### src/rtl/core/tlg_pkg.sv
// ---------------------------------------------------------------------------
// tlg_pkg
// Shared types, constants and helpers of the tremolo gain block.
// ---------------------------------------------------------------------------
package tlg_pkg;

    localparam int SAMPLE_W = 16;
    localparam int HP_W     = 20;
    localparam int SEL_W    = 2;
    localparam int PHASE_W  = 21;
    localparam int WAVE_W   = 32;
    localparam int NUM_W    = 33;
    localparam int PROD_W   = 47;
    localparam int CNT_W    = 6;

    localparam logic signed [34:0] Q_ONE       = 35'sd1073741824;
    localparam logic signed [34:0] SMOOTH_STEP = 35'sd21474836;
    localparam logic [NUM_W-1:0]   TWO_Q_ONE   = 33'h0_8000_0000;

    localparam logic [HP_W-1:0]  HP_RESET  = 20'd22050;

    localparam logic CFG_HALF_PERIOD = 1'b0;
    localparam logic CFG_WAVE_SEL    = 1'b1;

    localparam logic [SEL_W-1:0] WAVE_SQUARE   = 2'd0;
    localparam logic [SEL_W-1:0] WAVE_TRIANGLE = 2'd1;
    localparam logic [SEL_W-1:0] WAVE_PARABOLA = 2'd2;

    typedef enum logic [2:0] {
        ST_IDLE,
        ST_DIV_TRI,
        ST_PAR_START,
        ST_DIV_PAR,
        ST_MUL,
        ST_OUT
    } tlg_state_t;

    // saturate a wide sum to plus or minus one in q2.30
    function automatic logic signed [WAVE_W-1:0] clamp_q(input logic signed [34:0] v);
        logic signed [34:0] r;
        begin
            if (v > Q_ONE)
            begin
                r = Q_ONE;
            end
            else if (v < -Q_ONE)
            begin
                r = -Q_ONE;
            end
            else
            begin
                r = v;
            end
            clamp_q = r[WAVE_W-1:0];
        end
    endfunction

endpackage

### src/rtl/core/tlg_div.sv
// ---------------------------------------------------------------------------
// tlg_div
// Restoring divider, one quotient bit per cycle, unsigned operands.
// ---------------------------------------------------------------------------
module tlg_div (
    input  logic                       clk,
    input  logic                       rst_n,
    input  logic                       start,
    input  logic [tlg_pkg::NUM_W-1:0]  dividend,
    input  logic [tlg_pkg::HP_W-1:0]   divisor,
    output logic                       done,
    output logic [tlg_pkg::NUM_W-1:0]  quotient
);
    import tlg_pkg::*;

    logic                busy_reg;
    logic [CNT_W-1:0]    cnt_reg;
    logic [NUM_W-1:0]    quot_reg;
    logic [HP_W-1:0]     rem_reg;
    logic [HP_W-1:0]     den_reg;

    logic [HP_W:0]       rem_sh;
    logic [HP_W+1:0]     diff;
    logic [HP_W-1:0]     rem_next;
    logic                qbit;

    always_comb
    begin
        rem_sh = {rem_reg, quot_reg[NUM_W-1]};
        diff   = {1'b0, rem_sh} - {2'b00, den_reg};
        qbit   = ~diff[HP_W+1];
        rem_next = qbit ? diff[HP_W-1:0] : rem_sh[HP_W-1:0];
    end

    always_ff @(posedge clk or negedge rst_n)
    begin
        if (!rst_n)
        begin
            busy_reg <= 1'b0;
            cnt_reg  <= '0;
            quot_reg <= '0;
            rem_reg  <= '0;
            den_reg  <= '0;
        end
        else if (start)
        begin
            busy_reg <= 1'b1;
            cnt_reg  <= CNT_W'(NUM_W);
            quot_reg <= dividend;
            rem_reg  <= '0;
            den_reg  <= divisor;
        end
        else if (busy_reg)
        begin
            if (cnt_reg != '0)
            begin
                cnt_reg  <= cnt_reg - 1'b1;
                quot_reg <= {quot_reg[NUM_W-2:0], qbit};
                rem_reg  <= rem_next;
            end
            else
            begin
                busy_reg <= 1'b0;
            end
        end
    end

    assign done     = busy_reg && (cnt_reg == '0);
    assign quotient = quot_reg;

endmodule

### src/rtl/core/tremolo_lfo_gain.sv
// ---------------------------------------------------------------------------
// tremolo_lfo_gain
// Tremolo: audio samples scaled by a slow square, triangle or parabola gain.
// ---------------------------------------------------------------------------
// usage
//   s_axis carries one signed 16-bit sample per item, m_axis returns the
//   sample scaled by (w + 1) / 2, truncated toward zero, one item per input.
//   cfg_we / cfg_index / cfg_data write half_period_samples (index 0) and
//   wave_select (index 1); write only while the block is idle.
// sequence
//   an accepted item passes twice through the shared one-bit-per-cycle
//   divider (full step of the triangle, then the parabola step), with a
//   start state for the second pass between them, then the multiply and
//   output states and back to idle. s_axis_tready is high only while the
//   sequencer is idle, so a new item is taken only after the last one has
//   left the output state.
// reset
//   registers return to half period 22050 and parabola wave, the phase
//   counter clears and the waves restart at square +1, triangle -1,
//   parabola 0.
// stall
//   the output register holds a result until m_axis_tready; the next item
//   may be accepted meanwhile and waits in its final stage for the slot.
// ---------------------------------------------------------------------------
module tremolo_lfo_gain (
    input  logic                           clk,
    input  logic                           rst_n,
    input  logic                           s_axis_tvalid,
    output logic                           s_axis_tready,
    input  logic [15:0]                    s_axis_tdata,   // [15:0] sample_in
    output logic                           m_axis_tvalid,
    input  logic                           m_axis_tready,
    output logic [15:0]                    m_axis_tdata,   // [15:0] sample_out
    input  logic                           cfg_we,
    input  logic                           cfg_index,
    input  logic [tlg_pkg::HP_W-1:0]       cfg_data
);
    import tlg_pkg::*;

    tlg_state_t                state_reg, state_next;

    logic [HP_W-1:0]           hp_reg;
    logic [SEL_W-1:0]          wsel_reg;
    logic [PHASE_W-1:0]        phase_reg, phase_next;
    logic                      sqpos_reg, sqpos_next;
    logic signed [WAVE_W-1:0]  smooth_reg, smooth_next;
    logic signed [WAVE_W-1:0]  tri_reg, tri_next;
    logic signed [WAVE_W-1:0]  par_reg, par_next;
    logic signed [SAMPLE_W-1:0] samp_reg;
    logic [PROD_W-1:0]         prod_reg;
    logic [SAMPLE_W-1:0]       out_reg;
    logic                      out_valid_reg;

    logic                      in_acc;
    logic                      out_load;
    logic [HP_W-1:0]           hp_eff;
    logic                      flip;
    logic signed [34:0]        sq_wide;
    logic signed [34:0]        smooth_sum;
    logic signed [34:0]        q_signed;
    logic signed [34:0]        tri_sum;
    logic signed [34:0]        par_sum;
    logic [WAVE_W-2:0]         tri_abs;
    logic signed [WAVE_W-1:0]  wave;
    logic signed [WAVE_W:0]    wave_off;
    logic [WAVE_W-1:0]         gain;
    logic [SAMPLE_W-1:0]       samp_abs;
    logic [47:0]               prod_full;
    logic [SAMPLE_W-1:0]       mag;

    logic                      div_start;
    logic [NUM_W-1:0]          div_dividend;
    logic                      div_done;
    logic [NUM_W-1:0]          div_quot;

    tlg_div u_div (
        .clk      (clk),
        .rst_n    (rst_n),
        .start    (div_start),
        .dividend (div_dividend),
        .divisor  (hp_eff),
        .done     (div_done),
        .quotient (div_quot)
    );

    assign s_axis_tready = (state_reg == ST_IDLE);
    assign in_acc        = s_axis_tvalid && s_axis_tready;
    assign hp_eff        = (hp_reg == '0) ? HP_W'(1) : hp_reg;
    assign flip          = phase_reg > {1'b0, hp_eff};
    assign tri_abs       = tri_reg[WAVE_W-1] ? (WAVE_W-1)'(-tri_reg) : tri_reg[WAVE_W-2:0];
    assign div_start     = in_acc || (state_reg == ST_PAR_START);
    assign div_dividend  = (state_reg == ST_IDLE) ? TWO_Q_ONE : {tri_abs, 2'b00};
    assign q_signed      = $signed({2'b00, div_quot});
    assign mag           = prod_reg[PROD_W-1:PROD_W-SAMPLE_W];

    always_comb
    begin
        state_next  = state_reg;
        phase_next  = phase_reg;
        sqpos_next  = sqpos_reg;
        smooth_next = smooth_reg;
        tri_next    = tri_reg;
        par_next    = par_reg;
        out_load    = 1'b0;
        sq_wide     = '0;
        smooth_sum  = '0;
        tri_sum     = '0;
        par_sum     = '0;
        wave        = smooth_reg;
        wave_off    = '0;
        gain        = '0;
        samp_abs    = '0;
        prod_full   = '0;
        case (state_reg)
            ST_IDLE:
            begin
                if (in_acc)
                begin
                    sqpos_next = flip ? ~sqpos_reg : sqpos_reg;
                    phase_next = (flip ? PHASE_W'(0) : phase_reg) + 1'b1;
                    sq_wide    = sqpos_next ? Q_ONE : -Q_ONE;
                    if (sq_wide > 35'(smooth_reg))
                    begin
                        smooth_sum = 35'(smooth_reg) + SMOOTH_STEP;
                    end
                    else if (sq_wide < 35'(smooth_reg))
                    begin
                        smooth_sum = 35'(smooth_reg) - SMOOTH_STEP;
                    end
                    else
                    begin
                        smooth_sum = 35'(smooth_reg);
                    end
                    smooth_next = clamp_q(smooth_sum);
                    state_next  = ST_DIV_TRI;
                end
            end
            ST_DIV_TRI:
            begin
                if (div_done)
                begin
                    tri_sum    = 35'(tri_reg) + (sqpos_reg ? q_signed : -q_signed);
                    tri_next   = clamp_q(tri_sum);
                    state_next = ST_PAR_START;
                end
            end
            ST_PAR_START:
            begin
                state_next = ST_DIV_PAR;
            end
            ST_DIV_PAR:
            begin
                if (div_done)
                begin
                    par_sum    = 35'(par_reg) + (tri_reg[WAVE_W-1] ? -q_signed : q_signed);
                    par_next   = clamp_q(par_sum);
                    state_next = ST_MUL;
                end
            end
            ST_MUL:
            begin
                case (wsel_reg)
                    WAVE_TRIANGLE: wave = tri_reg;
                    WAVE_PARABOLA: wave = par_reg;
                    default:       wave = smooth_reg;
                endcase
                wave_off   = 33'(wave) + Q_ONE[WAVE_W:0];
                gain       = wave_off[WAVE_W-1:0];
                samp_abs   = samp_reg[SAMPLE_W-1] ? SAMPLE_W'(-samp_reg) : samp_reg;
                prod_full  = 48'(samp_abs) * 48'(gain);
                state_next = ST_OUT;
            end
            ST_OUT:
            begin
                if (!out_valid_reg || m_axis_tready)
                begin
                    out_load   = 1'b1;
                    state_next = ST_IDLE;
                end
            end
            default:
            begin
                state_next = ST_IDLE;
            end
        endcase
    end

    always_ff @(posedge clk or negedge rst_n)
    begin
        if (!rst_n)
        begin
            state_reg     <= ST_IDLE;
            hp_reg        <= HP_RESET;
            wsel_reg      <= WAVE_PARABOLA;
            phase_reg     <= '0;
            sqpos_reg     <= 1'b1;
            smooth_reg    <= Q_ONE[WAVE_W-1:0];
            tri_reg       <= -Q_ONE[WAVE_W-1:0];
            par_reg       <= '0;
            out_valid_reg <= 1'b0;
        end
        else
        begin
            state_reg  <= state_next;
            phase_reg  <= phase_next;
            sqpos_reg  <= sqpos_next;
            smooth_reg <= smooth_next;
            tri_reg    <= tri_next;
            par_reg    <= par_next;
            if (cfg_we)
            begin
                case (cfg_index)
                    CFG_HALF_PERIOD: hp_reg   <= cfg_data;
                    CFG_WAVE_SEL:    wsel_reg <= cfg_data[SEL_W-1:0];
                    default:         hp_reg   <= hp_reg;
                endcase
            end
            if (out_load)
            begin
                out_valid_reg <= 1'b1;
            end
            else if (m_axis_tready)
            begin
                out_valid_reg <= 1'b0;
            end
        end
    end

    always_ff @(posedge clk)
    begin
        if (in_acc)
        begin
            samp_reg <= $signed(s_axis_tdata);
        end
        if (state_reg == ST_MUL)
        begin
            prod_reg <= prod_full[PROD_W-1:0];
        end
        if (out_load)
        begin
            out_reg <= samp_reg[SAMPLE_W-1] ? SAMPLE_W'(-mag) : mag;
        end
    end

    assign m_axis_tvalid = out_valid_reg;
    assign m_axis_tdata  = out_reg;

    // an accepted item always starts with the triangle division
    a_acc_starts_div: assert property (@(posedge clk) disable iff (!rst_n)
        in_acc |=> (state_reg == ST_DIV_TRI))
        else $error("accepted item did not enter the triangle division");

    // divider results only show up while the sequencer waits for them
    a_done_in_div: assert property (@(posedge clk) disable iff (!rst_n)
        div_done |-> (state_reg == ST_DIV_TRI || state_reg == ST_DIV_PAR))
        else $error("divider finished outside a division state");

    // the waves stay saturated to plus or minus one
    a_tri_range: assert property (@(posedge clk) disable iff (!rst_n)
        (35'(tri_reg) <= Q_ONE) && (35'(tri_reg) >= -Q_ONE))
        else $error("triangle left the unit range");

    a_par_range: assert property (@(posedge clk) disable iff (!rst_n)
        (35'(par_reg) <= Q_ONE) && (35'(par_reg) >= -Q_ONE))
        else $error("parabola left the unit range");

    // a waiting result is never overwritten before it is taken
    a_no_overwrite: assert property (@(posedge clk) disable iff (!rst_n)
        out_load |-> (!out_valid_reg || m_axis_tready))
        else $error("result register overwritten while stalled");

endmodule

### config.mk
export PLATFORM = sky130hd
export DESIGN_NAME = tremolo_lfo_gain
export DESIGN_NICKNAME = d
export VERILOG_FILES = /design/src/rtl/core/tlg_pkg.sv /design/src/rtl/core/tlg_div.sv /design/src/rtl/core/tremolo_lfo_gain.sv
export SDC_FILE = /design/constraint.sdc
export NUM_CORES = 2
export LEC_CHECK = 0
export ABC_CLOCK_PERIOD_IN_PS = 7950
export BUFFER_PORTS_ARGS = -buffer_cell sky130_fd_sc_hd__buf_2
export CAP_MARGIN = 10
export CORE_MARGIN = 3
export CORE_UTILIZATION = 40
export DETAILED_ROUTE_END_ITERATION = 8
export HOLD_SLACK_MARGIN = 0.1
export PLACE_DENSITY_LB_ADDON = 0.15
export SETUP_SLACK_MARGIN = 0.15
export SLEW_MARGIN = 40
export SYNTH_ARGS = -nofsm -noshare
export SYNTH_HDL_FRONTEND = slang
export SYNTH_HIERARCHICAL = 1
export SYNTH_SLANG_ARGS = --single-unit
### constraint.sdc
create_clock -name clk -period 7.95 [get_ports clk]
set_clock_uncertainty 0.15 [all_clocks]
set_input_delay 0 -clock clk [delete_from_list [all_inputs] [get_ports clk]]
set_output_delay 0 -clock clk [all_outputs]
set_load 0.03 [all_outputs]
* Word level (Yosys, flattened, before mapping)
Index checks and enable logic that the tools add are counted.
** Storage, ports and cells
- Register bits :: 303
- Latch bits :: 0
- Memory bits (writable) :: 0
- ROM bits :: 0
- Input bits :: 42
- Memories kept :: 0
** Operators by class
- Add/sub/neg operators :: 12
- $mul :: 1
- Divide/modulo/power cells :: 0
- Order comparisons :: 9
- Equality and inequality tests :: 11
- Shift-type cells :: 0
- Multiplexer cells :: 44
- Bitwise operators :: 3
- Reductions and logical operators :: 19
** Operator list (number)
- two-way mux 35 bit :: 7
- two-way mux 32 bit :: 7
- two-way mux 33 bit :: 4
- greater-than comparator 35 x 32 -> 1 bit, second input constant :: 3
- less-than comparator 35 x 31 -> 1 bit, second input constant :: 3
- two-way mux 20 bit :: 5
- adder 32 x 35 -> 35 bit :: 2
- case mux 32 bit (2 select lines) :: 1
- multiplier 16 x 32 -> 47 bit :: 1
- greater-than comparator 35 x 32 -> 1 bit :: 1
- less-than comparator 35 x 32 -> 1 bit :: 1
- negator 33 -> 35 bit :: 1
- adder 32 x 26 -> 33 bit, second input constant :: 1
- subtractor 32 x 26 -> 33 bit, second input constant :: 1
- adder 32 bit, second input constant :: 1
- two-way mux 16 bit :: 2
- negator 16 bit :: 2
- two-way mux 31 bit :: 1
- negator 31 bit :: 1
- subtractor 21 x 20 -> 22 bit :: 1
- adder 21 x 1 -> 21 bit, second input constant :: 1
- greater-than comparator 21 x 20 -> 1 bit :: 1
- two-way mux 21 bit :: 1
- zero test 20 bit :: 1
- 22 further kinds :: 49

* Longest topological paths before layout
- Depth after elaboration :: 13
- Depth in mapped cells :: 33
- Gate-level depth less buffers :: 31

* Hierarchy
The synthesis kept the hierarchy.
** Modules (own cells, without submodules)
- tremolo_lfo_gain :: times used 1, cells an instance 3754, area each 31082.3 um^2, sequential area each 5008.6 um^2
- tlg_div :: times used 1, cells an instance 531, area each 4899.7 um^2, sequential area each 2001.9 um^2

* Worst setup path after synthesis
No wires, ideal clock.
- Kind :: register to register
- Start point :: reg samp_reg[3]
- End point :: reg prod_reg[40] (data pin)
- Arrival :: 8005 ps
- Required time :: 7542 ps
- Setup slack :: -463 ps
- Stages on the path, launching flop included :: 26
- Buffers on the path :: 1
- Period minus slack after synthesis :: 8413 ps
- Path through :: edfxtp_1 > or4_1 > or4_1 > or3_1 > or4b_2 > clkbuf_1 > nor2_1 > fa_1 > fa_1 > fa_1 > fa_1 > fa_1 > inv_1 > fa_1 > inv_1 > ha_1 > nand3_1 > or3_1 > a31oi_1 > o21ai_0 > a31oi_1 > o21ai_0 > nor2b_1 > o21ai_0 > a21oi_1 > xnor2_1
** Between the ends
- Longest elaborated chain between the ends :: 3
** RTL lines
- start: declaration :: line tremolo_lfo_gain.sv:49 : logic signed [SAMPLE_W-1:0] samp_reg;
- start signal: assignment :: line tremolo_lfo_gain.sv:233 : samp_reg <= $signed(s_axis_tdata);
- negator 16 bit :: line tremolo_lfo_gain.sv:169 : samp_abs = samp_reg[SAMPLE_W-1] ? SAMPLE_W'(-samp_reg) : samp_reg;
- two-way mux 16 bit * :: line tremolo_lfo_gain.sv:169
- multiplier 16 x 32 -> 47 bit * :: line tremolo_lfo_gain.sv:170 : prod_full = 48'(samp_abs) * 48'(gain);
- end signal: assignment :: line tremolo_lfo_gain.sv:237 : prod_reg <= prod_full[PROD_W-1:0];
- end: declaration :: line tremolo_lfo_gain.sv:50 : logic [PROD_W-1:0] prod_reg;
Mark *: on every way between the ends. The rest lies on a longest branch, timed or not.
A chain may end at the register's enable or synchronous reset.

* Worst setup path in the final report
- Start point :: reg samp_reg[5]
- End point :: reg prod_reg[46] (data pin)
The elaborated chain is that of the path after synthesis.

==> results.py <==
metrics = {
    "timing": {
        "fin_crit_ps": 8205,
        "relSlewSlack_pct": 45.18,
        "maxSlewViolCount": 0,
        "timing.final.crit_share_pct": 103.2,
        "setup_ws_ps": -254.8,
        "clock.fmax_mhz": 121.9,
        "hold_viol": 0,
        "whs_ps": 117.6,
        "setup-tns-final_ps": -2262,
        "worstMarginPinSlew_ps": 822.4,
        "finalSetupViolCount": 13,
        "rsz0062_at_grt": "true",
    },
    "hold_path": {
        "worstHoldEndpoint": "m_axis_tvalid",
        "hp-start": "m_axis_tready",
        "min_path_cells": 4,
        "worstHoldPathType": "input pin to flip-flop",
    },
    "clocking": {
        "cts_sinks": 270,
        "cts.clk_slew.worst_paths_ps": 60,
        "cts_tree": "done",
        "clock_latency_ps": 580,
        "numCtsBuffers": 36,
        "root_buffer": "clkbuf_16",
        "htreeDepth": 2,
        "clk_path_buf_depth": 3,
    },
    "die": {
        "num_rows": 109,
        "fp.dieW_um": 305.9,
        "dieArea_mm2": 0.09359,
        "die_h_um": 305.9,
        "core-area_mm2": 0.08878,
        "design.portCount": 60,
        "start_util_pct": 40.53,
    },
    "critical_path": {
        "crit_path_end_kind": "flip-flop",
        "critPathLaunchType": "flip-flop",
        "worst_r2r_path_depth": 26,
        "crit_path_max_incr_delay_ps": 620,
        "r2r_start": "samp_reg[5]",
        "path_max_fanout": 8,
        "r2r_end": "prod_reg[46]",
        "ff2ff_setup_slack_ps": -250,
        "path_buf_inv": 3,
        "crit_slowest_cell": "or4b_4",
        "path_class": "flip-flop to flip-flop",
        "critical_path_arrival_ps": 8370,
        "crit_required_ps": 8110,
        "critical_path.top_delay_family": "adder cells",
        "cpMostUsedCell": "fa_1",
    },
    "detailed_routing": {
        "routed-via-count": 30039,
        "drt-total-wl_um": 106300,
        "wl_per_cell_um": 18.73,
        "ant_nets": 0,
        "drc": 0,
        "drt-initial-drc-count": 1874,
        "first_pass_iters": 6,
        "via_per_inst": 5.294,
    },
    "yosys": {
        "synth_seq_area_share_pct": 19.48,
        "synth-edff-count": 48,
        "yosysWarnings": 6,
        "postSynthCellCount": 4285,
        "synth_flop_cell": "dfrtp_1",
        "synth-async-reset-ratio_pct": 82.22,
        "yosys.area.top_type": "fa_1",
        "syn_area_mm2": 0.03598,
        "synth_top_area_share_pct": 23.31,
        "synth_area_leaders": "fa_1 23%, dfrtp_1 15%, ha_1 8.1%, nand2_1 7.4%, inv_1 6.1%",
        "synth_seq_cells": 270,
        "syn-mean-instance-area_um2": 8.397,
        "synth.distinct_cells": 93,
    },
    "final_layout": {
        "fin_cells": 5674,
        "fin_nets": 5175,
        "largest_reg_flops": 33,
        "final_util_pct": 46.84,
        "syn_to_final_growth_pct": 15.59,
        "drive_gt1_share_pct": 10.69,
    },
    "placed_design": {
        "gp_congestion": 0.8904,
        "dpl.cell_count": 5472,
        "dp_hpwl_um": 84370,
        "portBuffers": 59,
    },
    "global_route": {
        "overflow": 0,
        "grt_pass1_vias": 30428,
        "grtUsageTotal_pct": 22.84,
        "antenna_found_initial": 0,
        "grt_start_max_net_pins": 71,
        "grt_pass1_wl_um": 170600,
    },
    "status": {
        "failed_checks": "setup timing",
        "status": "complete, but fails checks",
    },
    "flow_run": {
        "cap_violations": 0,
    },
}
==> synth_stat cells (all sizes together), types with 43 or more instances <==
master,instances
nor2,312
nand3,43
fa,419
inv,586
nor3,48
ha,234
nand4,47
a21o,57
edfxtp,48
o21ai,252
xnor2,150
dfrtp,211
nand2,707
a211oi,43
clkbuf,199
and2,79
mux2i,44
xor2,117
a21oi,167
==> area by class of cell <==
| class | count | area (um2) |
|---|---|---|
| fillers | 8739 | 47190 |
| multi-input cells | 3200 | 26310 |
| flip-flops and latches | 270 | 7010 |
| repair buffers | 386 | 3371 |
| inverters | 586 | 2202 |
| well taps | 1165 | 1458 |
| clock buffers | 47 | 982.2 |
| clock inverters | 19 | 257.7 |
| diodes | 1 | 2.502 |
==> tightest hold or removal path, stage by stage <==
cell and delay, ps:
dlygate4sd3_1 520, buf_2 90, nand2b_1 120, nand2_1 60
==> kinds of logic after synthesis <==
family                     Yosys count  share of synthesized area [%]
and+or+nand+nor                   1430                          17.83
buffers and inverters              816                          8.836
AOI/OAI and AO/OA                  797                          14.44
adders and majority gates          653                          31.45
DFF                                270                          19.48
xor gates and xnor gates           267                          6.499
muxes                               51                          1.453
other                                1                        0.01042
==> repair_timing <==
action / in CTS / in global routing
setup endpoints to repair: 14 / 15
pin swaps: 27 / 17
cloned: 1 / 0
buffers inserted: 12 / 3
hold buffers: 119 / 0
resized for setup: 51 / 14
endpoints found under the hold margin: 290 / 0
==> worst max path at each step <==
stage                         endpoint  cells after the start        start  slack [ps]
after floorplan           prod_reg[46]                     27  samp_reg[5]          80
after global placement    prod_reg[46]                     27  samp_reg[5]        -360
after detailed placement  prod_reg[46]                     29  samp_reg[5]        -420
after CTS                 prod_reg[43]                     26  samp_reg[5]        -190
after global routing      prod_reg[46]                     26  samp_reg[5]        -480
final                     prod_reg[46]                     26  samp_reg[5]        -250
==> cells in the final DEF (no fill, tap or decap), types with 22 or more instances in the layout <==
cell type      count
xnor2_1          138
xor2_1           114
mux2i_1           44
a211oi_1          39
nand2b_1          38
a22oi_1           32
dlygate4sd3_1    118
fa_1             413
nand3_1           42
buf_2             58
o21ai_0          194
and3_1            24
ha_1             228
a21oi_1          159
nor2_1           305
clkbuf_16         36
buf_4            178
o31ai_1           26
nor2b_1           22
nand4_1           46
o21ai_1           31
o21a_1            31
dfrtp_1          211
o211ai_1          25
nor3_1            43
nand2_1          703
and2_1            77
a31oi_1           25
o21ai_2           25
inv_1            580
a21o_1            56
edfxtp_1          48
or3_1             31
==> per-layer routing <==
metal | wire, um | track usage, % | vias to the layer above
met2 | 48150 | 36.76 | 761
met3 | 6393 | 3.599 | 133
met1 | 49230 | 32.26 | 14755
met5 | 0 | 0 | -
li1 | - | - | 14390
met4 | 2480 | 5.684 | 0
==> metrics by stage <==
stage | instance area (um2) | setup WS, ps
6_report | 41590 | -254.8
5_1_grt | 41590 | -479.1
4_1_cts | 41500 | -193.7
3_5_place_dp | 38690 | -421.6
3_3_place_gp | 38660 | -357.8
2_1_floorplan | 36090 | 77.04
Power is left out: the tool's default activity adds up to more than one toggle a clock period on the data nets, which glitch-free logic cannot reach.
